File: src/rtl/irn_pkg.sv
// irn_pkg: shared types and constants for the nearest-neighbor sprite rotator
// used by irn_front, irn_queue, irn_back and image_rotate_nearest_unit
`default_nettype none

package irn_pkg;

	// fixed field widths
	localparam int PIX_W   = 16;
	localparam int COORD_W = 6;
	localparam int SIDE_W  = 7;
	localparam int TRIG_W  = 16;
	localparam int FRAC_W  = 14;
	localparam int QFRAC   = FRAC_W + 1;

	// datapath widths: 2x - w, one product, centered sum in Q.15
	localparam int DELTA_W = SIDE_W + 2;
	localparam int PROD_W  = TRIG_W + DELTA_W;
	localparam int SUM_W   = PROD_W + 2;

	// decoupling queue and front pipeline depth
	localparam int QUEUE_DEPTH  = 8;
	localparam int QPTR_W       = $clog2(QUEUE_DEPTH);
	localparam int FRONT_STAGES = 3;
	localparam int QCNT_W       = $clog2(QUEUE_DEPTH + FRONT_STAGES + 1);

	// register reset values
	localparam logic [TRIG_W-1:0] COS_RESET    = 16'h4000;
	localparam logic [TRIG_W-1:0] SIN_RESET    = 16'h0000;
	localparam logic [SIDE_W-1:0] WIDTH_RESET  = 7'd32;
	localparam logic [SIDE_W-1:0] HEIGHT_RESET = 7'd32;
	localparam logic [PIX_W-1:0]  FILL_RESET   = 16'hF81F;

	typedef enum logic [2:0] {
		CFG_COS,
		CFG_SIN,
		CFG_WIDTH,
		CFG_HEIGHT,
		CFG_FILL
	} cfg_index_t;

	typedef enum logic {
		MODE_WRITE,
		MODE_READ
	} mode_t;

	// one classified command between front and back
	typedef struct packed {
		logic               is_write;
		logic               outside;
		logic [COORD_W-1:0] x;
		logic [COORD_W-1:0] y;
		logic [PIX_W-1:0]   data;
	} cmd_t;

endpackage

`default_nettype wire

File: src/rtl/irn_front.sv
// irn_front: accepts input beats, maps requests through the rotation and classifies them
// depends on irn_pkg; feeds irn_queue
`default_nettype none

module irn_front #(
	parameter int MAX_SIDE = 64,
	parameter int AW       = 12
) (
	input  wire                                   clk,
	input  wire                                   arst_n,
	input  wire                                   in_valid,
	output logic                                  in_ready,
	input  irn_pkg::mode_t                        mode,
	input  wire        [irn_pkg::COORD_W-1:0]     pixel_x,
	input  wire        [irn_pkg::COORD_W-1:0]     pixel_y,
	input  wire        [irn_pkg::PIX_W-1:0]       pixel_value,
	input  wire signed [irn_pkg::TRIG_W-1:0]      cos_term,
	input  wire signed [irn_pkg::TRIG_W-1:0]      sin_term,
	input  wire        [irn_pkg::SIDE_W-1:0]      side_w,
	input  wire        [irn_pkg::SIDE_W-1:0]      side_h,
	input  wire        [irn_pkg::QCNT_W-1:0]      q_count,
	output logic                                  push,
	output irn_pkg::cmd_t                         cmd,
	output logic       [AW-1:0]                   addr
);
	import irn_pkg::*;

	localparam int IW = $clog2(MAX_SIDE);

	logic                      valid_s1, valid_s2, valid_s3;
	mode_t                     mode_s1, mode_s2, mode_s3;
	logic [COORD_W-1:0]        x_s1, x_s2, x_s3;
	logic [COORD_W-1:0]        y_s1, y_s2, y_s3;
	logic [PIX_W-1:0]          data_s1, data_s2, data_s3;
	logic signed [DELTA_W-1:0] dx_s1, dy_s1;
	logic signed [PROD_W-1:0]  cdx_s2, sdy_s2, sdx_s2, cdy_s2;
	logic signed [SUM_W-1:0]   sx_s3, sy_s3;
	logic signed [SUM_W-1:0]   woff, hoff;
	logic signed [DELTA_W-1:0] dx_d, dy_d;
	logic [QCNT_W-1:0]         occupancy;
	logic                      accept, is_read, wr_ok, x_out, y_out;
	logic [IW-1:0]             xi, yi;

	// outside test along one axis, truncation toward zero
	function automatic logic axis_out(input logic signed [SUM_W-1:0] v,
			input logic [SIDE_W-1:0] side);
		logic small_neg;
		small_neg = (&v[SUM_W-1:QFRAC]) && (|v[QFRAC-1:0]);
		if (v[SUM_W-1]) begin
			axis_out = !small_neg || (side == '0);
		end else begin
			axis_out = v[SUM_W-2:QFRAC] >= (SUM_W-1-QFRAC)'(side);
		end
	endfunction

	function automatic logic [IW-1:0] axis_idx(input logic signed [SUM_W-1:0] v);
		axis_idx = v[SUM_W-1] ? '0 : v[QFRAC +: IW];
	endfunction

	// credit: queue plus stages in flight never exceed the queue depth
	assign occupancy = q_count + QCNT_W'(valid_s1) + QCNT_W'(valid_s2) + QCNT_W'(valid_s3);
	assign in_ready  = occupancy < QCNT_W'(QUEUE_DEPTH);
	assign accept    = in_valid && in_ready;

	assign dx_d = $signed({2'b00, pixel_x, 1'b0}) - $signed({2'b00, side_w});
	assign dy_d = $signed({2'b00, pixel_y, 1'b0}) - $signed({2'b00, side_h});
	assign woff = $signed({{(SUM_W-SIDE_W-FRAC_W){1'b0}}, side_w, {FRAC_W{1'b0}}});
	assign hoff = $signed({{(SUM_W-SIDE_W-FRAC_W){1'b0}}, side_h, {FRAC_W{1'b0}}});

	always_ff @(posedge clk or negedge arst_n) begin
		if (!arst_n) begin
			valid_s1 <= 1'b0;
			valid_s2 <= 1'b0;
			valid_s3 <= 1'b0;
		end else begin
			valid_s1 <= accept;
			valid_s2 <= valid_s1;
			valid_s3 <= valid_s2;
		end
	end

	always_ff @(posedge clk) begin
		mode_s1 <= mode;
		x_s1    <= pixel_x;
		y_s1    <= pixel_y;
		data_s1 <= pixel_value;
		dx_s1   <= dx_d;
		dy_s1   <= dy_d;

		mode_s2 <= mode_s1;
		x_s2    <= x_s1;
		y_s2    <= y_s1;
		data_s2 <= data_s1;
		cdx_s2  <= cos_term * dx_s1;
		sdy_s2  <= sin_term * dy_s1;
		sdx_s2  <= sin_term * dx_s1;
		cdy_s2  <= cos_term * dy_s1;

		mode_s3 <= mode_s2;
		x_s3    <= x_s2;
		y_s3    <= y_s2;
		data_s3 <= data_s2;
		sx_s3   <= SUM_W'(cdx_s2) - SUM_W'(sdy_s2) + woff;
		sy_s3   <= SUM_W'(sdx_s2) + SUM_W'(cdy_s2) + hoff;
	end

	always_comb begin
		is_read = (mode_s3 == MODE_READ);
		wr_ok   = (int'(x_s3) < MAX_SIDE) && (int'(y_s3) < MAX_SIDE);
		x_out   = axis_out(sx_s3, side_w);
		y_out   = axis_out(sy_s3, side_h);
		xi      = is_read ? axis_idx(sx_s3) : IW'(x_s3);
		yi      = is_read ? axis_idx(sy_s3) : IW'(y_s3);
		addr    = AW'(yi) * AW'(MAX_SIDE) + AW'(xi);

		push         = valid_s3 && (is_read || wr_ok);
		cmd.is_write = !is_read;
		cmd.outside  = is_read && (x_out || y_out);
		cmd.x        = x_s3;
		cmd.y        = y_s3;
		cmd.data     = data_s3;
	end

endmodule

`default_nettype wire

File: config.mk
export PLATFORM = sky130hd
export DESIGN_NAME = irn_front
export DESIGN_NICKNAME = d
export VERILOG_FILES = /design/src/rtl/irn_pkg.sv /design/src/rtl/irn_front.sv
export SDC_FILE = /design/constraint.sdc
export NUM_CORES = 2
export LEC_CHECK = 0
export ABC_CLOCK_PERIOD_IN_PS = 4600
export BUFFER_PORTS_ARGS = -buffer_cell sky130_fd_sc_hd__buf_4
export CORE_UTILIZATION = 38
export CTS_CLUSTER_DIAMETER = 150
export DETAILED_ROUTE_END_ITERATION = 10
export PLACE_DENSITY_LB_ADDON = 0.05
export SETUP_SLACK_MARGIN = 0.15
export SLEW_MARGIN = 20
export SYNTH_ARGS = -nofsm -noshare
export SYNTH_HDL_FRONTEND = slang
export SYNTH_SLANG_ARGS = --single-unit
File: constraint.sdc
create_clock -name clk -period 4.6 [get_ports clk]
set_input_delay 0.92 -clock clk [delete_from_list [all_inputs] [get_ports clk]]
set_output_delay 0.92 -clock clk [all_outputs]
set_load 0.005 [all_outputs]
[After elaboration in Yosys (flattened, before gate mapping)]
Index checks and enable logic that the tools add are counted.
Operators by class
  shift-type cells: 0
  divide/modulo/power cells: 0
  multiplexer cells: 6
  equality and inequality tests: 0
  reduce and logical (&&, ||, !) cells: 16
  bitwise operators: 0
  order comparisons: 3
  multiply operators: 4
  add/subtract/negate cells: 10
Operators with widths (count)
  16-bit by 8-bit multiplier with 24-bit output: 4
  26-bit by 22-bit adder with 27-bit output: 2
  15-bit OR reduction: 2
  24-bit by 24-bit adder with 25-bit output: 1
  24-bit by 24-bit subtractor with 25-bit output: 1
  6-bit two-way mux: 4
  12-bit AND reduction: 2
  11-bit by 7-bit >= comparator with 1-bit output: 2
  7-bit by 7-bit subtractor with 8-bit output: 2
  7-bit zero test: 2
  12-bit by 6-bit adder with 12-bit output: 1
  4-bit by 1-bit adder with 4-bit output: 3
  1-bit logical AND: 4
  4-bit < comparator (second input constant): 1
  1-bit zero test: 3
  1-bit logical OR: 3
  1-bit two-way mux: 2
Word-level totals
  memories kept: 0
  RAM bits: 0
  memory bits (read-only): 0
  output and inout port bits: 44
  bits of input ports: 82
  latch bits: 0
  register bits: 256

[Longest topological paths before layout]
  word-level depth: 7
  gate-level depth with buffers: 21
  gate-level depth less buffers: 21

[Worst setup path after synthesis]
OpenSTA, ideal clock, no wires.
  kind: input -> register
  start point: in cos_term[5] (netlist name)
  end point: reg cdx_s2[22]
  path slack: -626 ps
  cell stages on the path: 18
  data arrival time: 5093 ps
  buffers on the path: 1
  cells stage by stage: clkbuf_1 > nand2_1 > fa_1 > fa_1 > inv_1 > fa_1 > inv_1 > fa_1 > inv_1 > ha_1 > o21ai_0 > a21boi_0 > o21ai_0 > a211o_1 > a41oi_1 > a21boi_0 > mux2i_1 > o2111ai_1
On the way
  longest elaborated chain between the ends: 1
RTL lines
  start: declaration: RTL line irn_front.sv:17  | input wire signed [irn_pkg::TRIG_W-1:0] cos_term,
  16-bit by 8-bit multiplier with 24-bit output: RTL line irn_front.sv:94  | cdx_s2 <= cos_term * dx_s1;
  end signal: assignment: RTL line irn_front.sv:94
  end: declaration: RTL line irn_front.sv:36  | logic signed [PROD_W-1:0] cdx_s2, sdy_s2, sdx_s2, cdy_s2;
Every way passes these cells.

[Final worst setup path]
  start point: in cos_term[4] (netlist name)
  end point: reg cdy_s2[20]
On the way
  longest elaborated chain between the ends: 1
RTL lines
  16-bit by 8-bit multiplier with 24-bit output: RTL line irn_front.sv:97  | cdy_s2 <= cos_term * dy_s1;
  end signal: assignment: RTL line irn_front.sv:97
  end: declaration: RTL line irn_front.sv:36
Every way passes these cells.

==> reports/qor.txt <==
Max Transition Viols Final: 0
Post-synth EDFFs: 0
Max Freq: 0.215 GHz
cell area after synthesis: 27,400 um2
Placed Instances: 4,218
Main synth FF type: dfxtp_1
Rows: 98
post-DP HPWL: 59,400 um
CP Class: in -> reg
Core ar.: 71,400 um2
reg2reg path depth: 18
Port Buf Inserts: 125
wire length per cell: 17.5 um
sequential area share after synthesis: 0.188
Worst Setup End Kind: flip-flop
mux cell area share after synthesis: 0.000731
Tot GR Track Use: 0.207
GP Congestion: 0.840
Clk Latency, worst-skew pair: 0.60 ns
Finished Layout Cells: 4,333
post-synth cell types: 68
top cells by area, synth: fa_1 31%, dfxtp_1 19%, ha_1 12%, inv_1 8.4%, and2_1 8.0%
Starting Density: 0.384
Net Count, Synth: 3,680
Post-Synth Simple-Gate Area: 0.152
CTS Buf Count: 30
Slew @ Worst Pin: 0.941 ns
ys async rst share: 0.0117
Hold-fix buffers, CTS: 0
largest net degree at the start of global routing: 27
Setup Viol. Count Final: 4
violations in the final reports: DRC, setup timing
R2R Path End: cdy_s2[20]$_DFF_P_
largest family of logic cells by synthesized area: adder cells
crit path launch: cos_term[4]
CTS clk-pin slew, worst paths: 0.06 ns
nets: 4,128
RSZ-0062 raised after global routing: yes
post-synthesis xor/xnor area fraction: 0.0520
Chip Width: 270 um
Max Fanout on Critical Path: 9
worst clock skew: 0.0384 ns
number of global-route vias before repair: 21,700
final setup TNS: -0.119 ns
Worst slew margin: 0.364
final WL: 75,900 um
Max Cap Viol: 0
clk root buf: clkbuf_16
post-synth top area share: 0.306
initial antenna violation count: 3
first-pass GRT wire length: 119,000 um
DRT Pass-1 Iters: 8
Max H-tree Level: 1
Post-Synth Adder-Cell Area: 0.429
filler instances: 6,837
DRC Markers: 4
yosys warns: 0
vias: 20,400
CP arrival: 5.10 ns
grt total ovfl: 0
CTS tree: yes
CP Launch Type: primary input
compound-cell area share of the yosys netlist: 0.0834
Synth Instances: 2,910
CTS Buffer Depth: 3
FF+latch count, synth: 256
reg2reg start: dy_s1[2]$_DFF_P_
area grow syn2layout: 29.0%
Clock Sinks: 256
Crit path required time: 5.05 ns
IO Pins: 126
final hold vios: 0
number of DRC markers in iteration 0: 809
Layout Utilization: 0.495
Antenna Violating Nets Remaining: 0
status: finished with violations
post-route minimum period: 4.65 ns
Avg Cell Area, Syn: 9.41 um2
Hold WS: 0.127 ns
cell taking the most area after synthesis: fa_1
Avg Vias per Cell: 4.71
Final Cycle Share: 1.01
min setup slack post-route: -0.0502 ns
Hold WC Path Type: in -> async
die footprint: 73,100 um2
Die Ht: 270 um
FF-to-FF setup slack: -0.03 ns
share of cells above drive strength 1: 0.255
kinds of logic (layout without fill, tap and decap cells):
family / after synthesis / in the layout
mux: 2 / 2
simple gates: 778 / 778
other cells: 0 / 1
compound gates: 333 / 333
buf+inv: 694 / 1166
fa+ha+maj: 688 / 688
flops: 256 / 256
xor+xnor: 159 / 159
cells in the mapped netlist, types with 3 or more instances:
cell	n
a31oi_1	9
inv_1	610
o2111ai_1	3
a21oi_1	96
nor4_1	15
and3_1	9
a211oi_1	8
nand2_1	140
o21a_1	23
dfxtp_1	253
nor2b_1	22
o21ai_1	3
o2bb2ai_1	5
dfrtp_1	3
nor2_1	132
a21o_1	52
o21ai_0	51
ha_1	269
xor2_1	37
o311ai_0	3
a21oi_2	5
or2_2	5
nor3_1	24
o21bai_1	21
or3_1	9
nand4_1	20
buf_1	5
a41oi_1	3
o211ai_1	7
a22o_1	8
fa_1	419
nand3_1	19
and2_1	350
clkbuf_1	78
nand2b_1	27
xnor2_1	118
o41ai_4	3
a21boi_0	5
sequential cells by signal, summed over array words and instances, names as in the netlist, 8 cells and up:
name / flops
data_s2: 16
sy_s3: 27
dy_s1: 8
sx_s3: 27
sdx_s2: 24
sdy_s2: 24
cdy_s2: 24
data_s3: 16
data_s1: 16
cdx_s2: 24
dx_s1: 8
layout by cell type (no fill, tap or decap), types with 42 or more instances in the layout:
cell,count
fa_1,399
a21o_1,52
buf_4,413
nand2_1,119
and2_1,308
inv_1,575
xnor2_1,109
dfxtp_1,239
a21oi_1,67
ha_1,228
and2_4,42
nor2_1,119
worst max-delay path by stage:
stage                              end  cells past startpoint
floorplan           cdy_s2[19]$_DFF_P_                     18
global placement    cdy_s2[23]$_DFF_P_                     18
detailed placement  cdy_s2[18]$_DFF_P_                     17
CTS                 cdy_s2[19]$_DFF_P_                     18
global route        cdy_s2[20]$_DFF_P_                     18
finish              cdy_s2[20]$_DFF_P_                     18
final cells by class:
type                       instances  area (um2)  area share
sequential                       256        5190       0.147
tap                              950        1190      0.0337
antenna                            1        2.50   0.0000709
clock inverter                    19         300     0.00850
inverter                         611        2300      0.0652
multi-input combinational       1960       21000       0.594
clock buffer                      37         827      0.0234
timing repair buffer             499        4520       0.128
through the flow:
step | setup slack (ns) | cell area, um2
after floorplan | -0.404 | 28100
after detailed placement | -0.722 | 32300
after global routing | -0.180 | 35300
final | -0.0502 | 35300
after CTS | -0.0273 | 34400
after global placement | -0.648 | 32300
worst max-delay path, cell delays in order:
cell and delay, ns:
buf_4 0.16, and2_4 0.15, fa_1 0.48, fa_1 0.52, fa_1 0.53, inv_2 0.04
fa_1 0.50, inv_1 0.04, ha_2 0.16, or3_4 0.40, buf_6 0.13, or2_4 0.22
o211ai_1 0.26, nand2_1 0.12, buf_4 0.15, buf_6 0.11, o21ai_2 0.12, a21oi_2 0.09
what timing repair did:
item / 4_1_cts / 5_1_grt
cloned: 8 / 5
endpoints found under the setup margin: 32 / 47
pin swaps: 96 / 110
buffers inserted: 22 / 24
resized for setup: 160 / 156
per-layer routing:
layer	global-route usage	vias to the layer above	wire length [um]
li1	-	9853	-
met1	0.278	10100	34300
met2	0.354	371	36200
met3	0.0284	73	3590
met4	0.0425	0	1850
met5	0	-	0
Power is left out: the tool's default activity adds up to more than one toggle a clock period on the data nets, which glitch-free logic cannot reach.
