--- config.mk ---
export PLATFORM = sky130hd
export DESIGN_NAME = irn_queue
export DESIGN_NICKNAME = d
export VERILOG_FILES = /design/src/rtl/irn_pkg.sv /design/src/rtl/irn_queue.sv
export SDC_FILE = /design/constraint.sdc
export NUM_CORES = 1
export LEC_CHECK = 0
export ABC_AREA = 1
export BUFFER_PORTS_ARGS = -buffer_cell sky130_fd_sc_hd__buf_2
export CAP_MARGIN = 10
export CORE_ASPECT_RATIO = 1.75
export CORE_MARGIN = 3
export CORE_UTILIZATION = 30
export DETAILED_ROUTE_END_ITERATION = 10
export PLACE_DENSITY = 0.43
export SYNTH_ARGS = -nofsm -noshare
export SYNTH_HDL_FRONTEND = slang
export SYNTH_SLANG_ARGS = --single-unit
--- constraint.sdc ---
create_clock -name clk -period 3.8 [get_ports clk]
set_input_delay 0.95 -clock clk [delete_from_list [all_inputs] [get_ports clk]]
set_output_delay 0.95 -clock clk [all_outputs]
set_load 0.1 [all_outputs]
--- src/rtl/irn_pkg.sv ---
// irn_pkg: shared types and constants for the nearest-neighbor sprite rotator
// used by irn_front, irn_queue, irn_back and image_rotate_nearest_unit
`default_nettype none

package irn_pkg;

	// fixed field widths
	localparam int PIX_W   = 16;
	localparam int COORD_W = 6;
	localparam int SIDE_W  = 7;
	localparam int TRIG_W  = 16;
	localparam int FRAC_W  = 14;
	localparam int QFRAC   = FRAC_W + 1;

	// datapath widths: 2x - w, one product, centered sum in Q.15
	localparam int DELTA_W = SIDE_W + 2;
	localparam int PROD_W  = TRIG_W + DELTA_W;
	localparam int SUM_W   = PROD_W + 2;

	// decoupling queue and front pipeline depth
	localparam int QUEUE_DEPTH  = 8;
	localparam int QPTR_W       = $clog2(QUEUE_DEPTH);
	localparam int FRONT_STAGES = 3;
	localparam int QCNT_W       = $clog2(QUEUE_DEPTH + FRONT_STAGES + 1);

	// register reset values
	localparam logic [TRIG_W-1:0] COS_RESET    = 16'h4000;
	localparam logic [TRIG_W-1:0] SIN_RESET    = 16'h0000;
	localparam logic [SIDE_W-1:0] WIDTH_RESET  = 7'd32;
	localparam logic [SIDE_W-1:0] HEIGHT_RESET = 7'd32;
	localparam logic [PIX_W-1:0]  FILL_RESET   = 16'hF81F;

	typedef enum logic [2:0] {
		CFG_COS,
		CFG_SIN,
		CFG_WIDTH,
		CFG_HEIGHT,
		CFG_FILL
	} cfg_index_t;

	typedef enum logic {
		MODE_WRITE,
		MODE_READ
	} mode_t;

	// one classified command between front and back
	typedef struct packed {
		logic               is_write;
		logic               outside;
		logic [COORD_W-1:0] x;
		logic [COORD_W-1:0] y;
		logic [PIX_W-1:0]   data;
	} cmd_t;

endpackage

`default_nettype wire

--- src/rtl/irn_queue.sv ---
// irn_queue: short fifo of classified commands between front and back
// depends on irn_pkg
`default_nettype none

module irn_queue #(
	parameter int AW = 12
) (
	input  wire                           clk,
	input  wire                           arst_n,
	input  wire                           push,
	input  irn_pkg::cmd_t                 push_cmd,
	input  wire  [AW-1:0]                 push_addr,
	input  wire                           pop,
	output logic                          empty,
	output irn_pkg::cmd_t                 head_cmd,
	output logic [AW-1:0]                 head_addr,
	output logic [irn_pkg::QCNT_W-1:0]    count
);
	import irn_pkg::*;

	cmd_t              cmd_q  [QUEUE_DEPTH];
	logic [AW-1:0]     addr_q [QUEUE_DEPTH];
	logic [QPTR_W-1:0] wr_ptr_q, rd_ptr_q;
	logic [QCNT_W-1:0] count_q;

	assign empty     = (count_q == '0);
	assign count     = count_q;
	assign head_cmd  = cmd_q[rd_ptr_q];
	assign head_addr = addr_q[rd_ptr_q];

	always_ff @(posedge clk or negedge arst_n) begin
		if (!arst_n) begin
			wr_ptr_q <= '0;
			rd_ptr_q <= '0;
			count_q  <= '0;
		end else begin
			if (push) begin
				wr_ptr_q <= wr_ptr_q + 1'b1;
			end
			if (pop) begin
				rd_ptr_q <= rd_ptr_q + 1'b1;
			end
			count_q <= count_q + QCNT_W'(push) - QCNT_W'(pop);
		end
	end

	always_ff @(posedge clk) begin
		if (push) begin
			cmd_q[wr_ptr_q]  <= push_cmd;
			addr_q[wr_ptr_q] <= push_addr;
		end
	end

endmodule

`default_nettype wire

Word-level counts from Yosys, hierarchy flattened
Memories as Yosys holds them, arrays and structs flattened.
Cells that the tools add are included.
{"block": "classes", "add_sub_neg": 4, "muxes": 2, "n_reduce_logical": 1}
{"cell": "adder 3 x 1 -> 3 bit, second input constant", "n": 2}
{"cell": "adder 4 x 1 -> 4 bit", "n": 1}
{"cell": "zero test 4 bit", "n": 1}
{"cell": "subtractor 4 x 1 -> 4 bit", "n": 1}
{"cell": "2-to-1 mux 1 bit", "n": 2}
{"block": "word_totals", "ramBits": 336, "n_memories": 2, "out_inout_bits": 47, "regBits": 10}
{"name": "cmd_q", "depth": 8, "width": 30, "read_ports": 1, "rd_ports_with_merged_regs": 0, "write_ports": 1, "line": "irn_queue.sv:21", "source": "cmd_t cmd_q [QUEUE_DEPTH];"}
{"name": "addr_q", "depth": 8, "width": 12, "read_ports": 1, "rd_ports_with_merged_regs": 0, "write_ports": 1, "line": "irn_queue.sv:22", "source": "logic [AW-1:0] addr_q [QUEUE_DEPTH];"}

Longest topological paths before layout
Gate-level depths: netlist of the first run.
{"block": "depth", "ltp_word": 2, "mapped_depth": 9}

Worst setup path before layout of the first run
No wires, ideal clock.
{"block": "synth_timing", "path_kind": "in2reg", "startpoint": "input port push", "endpoint": "memory addr_q[0][0] (enable)", "cell_stages": 3, "required_time_ns": 3.359, "n_path_buf": 0, "arrival_ns": 3.068, "setup_slack_ns": 0.290, "path_cell_list": "inv_1 -> or2_2 -> nor2_1"}
{"block": "synth_via", "elab_chain_len": 2}
{"element": "start, declared", "line": "irn_queue.sv:10", "source": "input wire push,"}
{"element": "2-to-1 mux 1 bit", "line": "irn_queue.sv:48", "source": "if (push) begin"}
{"element": "2-to-1 mux 1 bit (implied by the code)", "line": "irn_queue.sv:50", "source": "addr_q[wr_ptr_q] <= push_addr;"}
{"element": "end, declared", "line": "irn_queue.sv:22"}
Every way passes these cells.

Worst setup path in the final report of the first run
{"block": "layout_timing", "startpoint": "register rd_ptr_q[0]", "endpoint": "output port head_addr[0]"}
{"block": "layout_via", "elab_chain_len": 1}
{"element": "start, declared", "line": "irn_queue.sv:23", "source": "logic [QPTR_W-1:0] wr_ptr_q, rd_ptr_q;"}
{"element": "start signal, assigned", "line": "irn_queue.sv:41", "source": "rd_ptr_q <= rd_ptr_q + 1'b1;"}
{"element": "memory (8 x 12 bit)"}
{"element": "end, declared", "line": "irn_queue.sv:16", "source": "output logic [AW-1:0] head_addr,"}
Every way passes these cells.

==> results of run 1 <==
## state kept, by name, indices dropped and copies added (netlist names)
| register | count |
|---|---|
| count | 4 |
| rd_ptr_q | 3 |
| addr_q | 96 |
| wr_ptr_q | 3 |
| cmd_q | 240 |
## cell families after synthesis
logic type,count (synthesis)
flip-flops,346
XOR/XNOR,5
AO/OA/AOI/OAI,3
AND/OR/NAND/NOR,738
buffers and inverters,417
adder cells (fa/ha/maj),8
## metal layers
layer	share of wire, %	wire, µm	vias up	GRT usage, %
met2	53	19900	156	26.3
li1	-	-	4856	-
met5	0.091	34	-	0
met4	2.7	1020	4	4.35
met3	3.8	1420	57	2.45
met1	40	15100	4758	16.0
## cell type report
type,count,area (µm²)
Fill cell,4892,31600
Tap cell,660,826
Clock inverter,18,180
Clock buffer,45,945
Timing Repair Buffer,109,1410
Multi-Input combinational cell,754,3210
Sequential cell,346,10300
Inverter,353,1330
## stage by stage
step | utilization [%] | cells
3_5_place_dp | 34.3 | 2222
6_report | 36.6 | 2285
2_1_floorplan | - | 1517
5_1_grt | 36.6 | 2285
4_1_cts | 36.6 | 2285
3_3_place_gp | 34.3 | 2222
## how the worst max path moves through the flow
| stage | to | cells after the start | from | slack [ns] |
|---|---|---|---|---|
| 2_1_floorplan | addr_q[0][0] | 3 | push | 0.29 |
| 3_3_place_gp | head_addr[4] | 8 | rd_ptr_q[0] | 0.88 |
| 3_5_place_dp | head_addr[4] | 8 | rd_ptr_q[0] | 0.94 |
| 4_1_cts | head_addr[4] | 8 | rd_ptr_q[0] | 0.38 |
| 5_1_grt | head_addr[8] | 8 | rd_ptr_q[0] | 0.25 |
| 6_report | head_addr[0] | 7 | rd_ptr_q[0] | 0.30 |
## Yosys cell counts
library cell    n  area share [%]
buf_6          13            0.96
fa_1            1            0.13
a21oi_1         1           0.033
nand2_1       559              14
or2_2           1           0.041
o21ai_0         2           0.066
clkinv_1        1           0.025
buf_2          32             1.1
edfxtp_1      336              66
buf_1           4           0.099
ha_1            7            0.58
xnor2_1         1           0.058
nand3_1       169             5.6
dfrtp_1        10             1.6
inv_2           1           0.025
inv_4           1           0.041
nor2_1          9            0.22
inv_1         350             8.6
buf_4           5            0.25
clkbuf_1       10            0.25
xor2_1          4            0.23
## worst max-delay path, cell delays in order, from the launching register on
cell and delay (ns):
dfrtp_4 0.44, buf_12 0.43, nand2_1 0.19, nand3_1 0.13, nand2_1 0.06, nand2_1 0.05, nand2_1 0.13, buf_12 0.20
==> flow_metrics.py, run 1 <==
metrics = {
    "worst_setup_path": {
        "required_ns": 2.85,
        "reg2reg_depth": 3,
        "crit_type": "flip-flop to primary output",
        "worst_ep_arrival_time_ns": 2.55,
        "start_kind": "flip-flop",
        "crit_path_end_kind": "primary output",
        "regToRegSetupSlack_ns": 1.79,
        "r2r-start": "wr_ptr_q[0]",
        "path_max_fanout": 170,
        "regToRegEndpoint": "cmd_q[2][10]",
    },
    "place": {
        "pre_cts_ws_ns": 0.944,
        "finalWeightedCongestion": 0.708,
        "io_buffers": 92,
        "post_dp_cell_area_mm2": 0.0171,
        "dp.final_hpwl_um": 19900,
    },
    "floorplan": {
        "start_util_pct": 30.5,
        "core_mm2": 0.0499,
        "fp.dieArea_mm2": 0.0536,
        "io_pins": 93,
        "core.rowCount": 108,
        "die_x_um": 176,
        "fp.dieH_um": 304,
    },
    "detailed_routing": {
        "drtPass1Iterations": 4,
        "vias": 9831,
        "drcViolationCount": 0,
        "drt_iter0_markers": 601,
        "drt-total-wl_um": 37400,
        "via_per_inst": 4.30,
        "wl_per_cell_um": 16.4,
        "postRouteAntennaNets": 0,
    },
    "clocking": {
        "cts_setup_buffers": 0,
        "clockBufferDepth": 3,
        "cts-root-buf": "clkbuf_16",
        "cts_max_level": 2,
        "cts_hold_buf": 0,
        "post_cts_resized": 0,
        "cts_num_sinks": 346,
        "clk-insertion-delay-late_ns": 0.54,
        "path_clk_slew_ns": 0.06,
        "cts_inserted_buffers": 35,
        "cts_tree": "done",
    },
    "synthesis": {
        "ys_seq_area_share_pct": 68.0,
        "synth.distinct_cells": 21,
        "ys_ff_latch": 346,
        "synth_area_per_cell_um2": 10.0,
        "synthSimpleGateAreaFrac_pct": 19.6,
        "syn_area_mm2": 0.0152,
        "synthAdderAreaFrac_pct": 0.707,
        "synth_nets": 1571,
        "yosys-mux-area-fraction_pct": 0,
        "syn-instance-count": 1517,
        "synthXorXnorAreaFrac_pct": 0.288,
        "yosysWarnings": 0,
        "synth_compound_area_share_pct": 0.0987,
        "synth_top_family_by_area": "simple AND/OR/NAND/NOR gates",
    },
    "timing": {
        "fin_crit_sh_pct": 92.2,
        "period_needed_ns": 3.50,
        "worst_pin_slew_ns": 1.12,
        "finalSetupTns_ns": 0,
        "rsz0062_at_grt": "false",
        "hold_violations": 0,
        "slew_violations": 0,
        "relSlewSlack_pct": 25.4,
        "skew_ns": 0.0169,
        "timing.hold.ws_ns": 0.294,
        "max_freq_mhz": 285,
        "setup_viol": 0,
        "final.setup.worst_slack_ns": 0.295,
    },
    "global_routing": {
        "grt_pass1_wl_um": 57300,
        "track_usage_pct": 14.0,
        "antenna_found_initial": 3,
        "grt_pass1_vias": 9620,
        "grt-ovfl-total": 0,
        "grt_max_degree": 171,
    },
    "layout": {
        "layout_common_cells": "559 x nand2_1, 350 x inv_1, 336 x edfxtp_1, 169 x nand3_1, 57 x buf_12",
        "syn2layout_area_growth_pct": 19.9,
        "final_layout_size_suffix_gt1_share_pct": 10.7,
        "nets": 1653,
        "fin_area_mm2": 0.0182,
        "antenna_cells": 0,
        "final_common_cell": "nand2_1",
    },
    "hold_path": {
        "hold_path.class": "primary input to asynchronous set/reset pin",
    },
    "status": {
        "status": "complete, no violations",
    },
    "job": {
        "drv_cap": 0,
    },
}
Power of run 1 is not shown: default switching activity piles up to over one toggle a cycle in this logic, so the estimate is an artifact.
==> run 2, diff against run 1 <==
==> constraint.sdc (replaced) <==
create_clock -name clk -period 4.1 [get_ports clk]
set_input_delay 1.025 -clock clk [delete_from_list [all_inputs] [get_ports clk]]
set_output_delay 1.025 -clock clk [all_outputs]
set_load 0.1 [all_outputs]
==> run 2 against run 1 <==
Net effect:
- routed wire length grew 0.29%
- first-iteration DRC count is 22% lower
- critical endpoint is now head_cmd[24]
- setup slack better by 0.19 ns
==> flow_metrics.py, run 2 (synthesis results as in run 1) <==
metrics = {
    "clocking": {
        "cts_num_sinks": 346,
        "cts_setup_buffers": 0,
        "cts_hold_buf": 0,
        "cts-root-buf": "clkbuf_16",
        "cts_tree": "done",
        "clockBufferDepth": 3,
        "post_cts_resized": 0,
        "cts_max_level": 2,
        "clk-insertion-delay-late_ns": 0.52,
        "cts_inserted_buffers": 35,
        "path_clk_slew_ns": 0.06,
    },
    "detailed_routing": {
        "drtPass1Iterations": 5,
        "vias": 9770,
        "drt_iter0_markers": 470,
        "wl_per_cell_um": 16.4,
        "postRouteAntennaNets": 0,
        "drt-total-wl_um": 37600,
        "drcViolationCount": 0,
        "via_per_inst": 4.27,
    },
    "timing": {
        "worst_pin_slew_ns": 0.834,
        "skew_ns": 0.00905,
        "relSlewSlack_pct": 44.4,
        "max_freq_mhz": 277,
        "setup_viol": 0,
        "hold_violations": 0,
        "period_needed_ns": 3.61,
        "slew_violations": 0,
        "rsz0062_at_grt": "false",
        "finalSetupTns_ns": 0,
        "fin_crit_sh_pct": 88.1,
    },
    "global_routing": {
        "grt-ovfl-total": 0,
        "grt_pass1_vias": 10000,
        "track_usage_pct": 14.2,
        "antenna_found_initial": 7,
        "grt_max_degree": 171,
        "grt_pass1_wl_um": 58500,
    },
    "worst_setup_path": {
        "critPathMaxStageDelay_ns": 0.62,
        "cpMostUsedCell": "nand2_1",
        "worst_ep_arrival_time_ns": 2.59,
        "path_max_fanout": 40,
        "cp_slowest_cell": "dfrtp_4",
        "start_kind": "flip-flop",
        "crit_type": "flip-flop to primary output",
        "path_cells": "inv_2, buf_12, nand3_1, nand2_1, nand2_1, nand2_1, buf_12",
        "required_ns": 3.07,
        "crit_path_end_kind": "primary output",
    },
    "layout": {
        "final_common_cell": "nand2_1",
        "layout_common_cells": "559 x nand2_1, 350 x inv_1, 336 x edfxtp_1, 169 x nand3_1, 52 x buf_12",
        "top_register": "cmd_q",
        "largest_reg_flops": 240,
        "final_layout_size_suffix_gt1_share_pct": 10.5,
        "syn2layout_area_growth_pct": 19.1,
        "nets": 1657,
    },
    "floorplan": {
        "core_mm2": 0.0499,
        "fp.dieH_um": 304,
        "io_pins": 93,
        "fp.dieArea_mm2": 0.0536,
        "die_x_um": 176,
        "start_util_pct": 30.5,
        "core.rowCount": 108,
    },
    "status": {
        "status": "complete, no violations",
    },
    "job": {
        "drv_cap": 0,
    },
    "place": {
        "io_buffers": 92,
        "finalWeightedCongestion": 0.709,
        "dp.final_hpwl_um": 21100,
    },
    "hold_path": {
        "hold_path.class": "primary input to asynchronous set/reset pin",
    },
}
run 2: cell count changes in the layout (fill, tap and decap cells not counted):
cell and delta:
buf_12 -5, buf_4 +9, bufinv_16 -2, clkbuf_1 +3
clkbuf_16 -1, clkinv_1 +1, clkinv_2 -3, clkinv_4 +1
clkinv_8 -1, diode_2 +4, inv_6 -1
run 2: final cells by class:
class                           instances  area (µm²)
Clock buffer                           47         931
Multi-Input combinational cell        754        3210
Clock inverter                         13        92.6
Timing Repair Buffer                  113        1370
Sequential cell                       346       10300
Inverter                              353        1330
Fill cell                            4943       31700
Antenna cell                            4        10.0
Tap cell                              660         826
run 2: final timing paths:
| check | from | end | slack, ns | cells past startpoint |
|---|---|---|---|---|
| hold / removal | arst_n | count[3] | 0.39 | 1 |
| max in group asynchronous | arst_n | rd_ptr_q[0] | 3.44 | 1 |
| setup / recovery | rd_ptr_q[1] | head_cmd[24] | 0.49 | 7 |
| setup reg to reg | wr_ptr_q[0] | cmd_q[6][18] | 1.88 | 3 |
| min in group clk | wr_ptr_q[0] | wr_ptr_q[0] | 0.53 | 2 |
| hold reg to reg | wr_ptr_q[0] | wr_ptr_q[0] | 0.53 | 2 |
run 2: metrics by stage:
step | hold slack [ns] | worst slack (ns) | util (%) | cells | area [µm²]
floorplan | 0.490 | 0.515 | - | 1517 | 15200
detailed placement | 0.530 | 0.975 | 34.3 | 2226 | 17100
finish | 0.392 | 0.488 | 36.3 | 2290 | 18100
global route | 0.388 | 0.328 | 36.3 | 2288 | 18100
global placement | 0.529 | 0.966 | 34.3 | 2226 | 17100
CTS | 0.377 | 0.409 | 36.3 | 2286 | 18100
run 2: layer usage:
metal  wire length [µm]  track usage (%)
met5                 34                0
met4                902             4.20
met3               1280             2.27
met2              19900             26.2
met1              15500             16.6
run 2: worst max-delay path, delay by kind of cell (launching register included):
kind / cells / cell delay [ns]
flip-flops: 1 / 0.62
AND/OR/NAND/NOR: 4 / 0.44
buffers and inverters: 3 / 0.99
Power of run 2 is left out for the same reason.
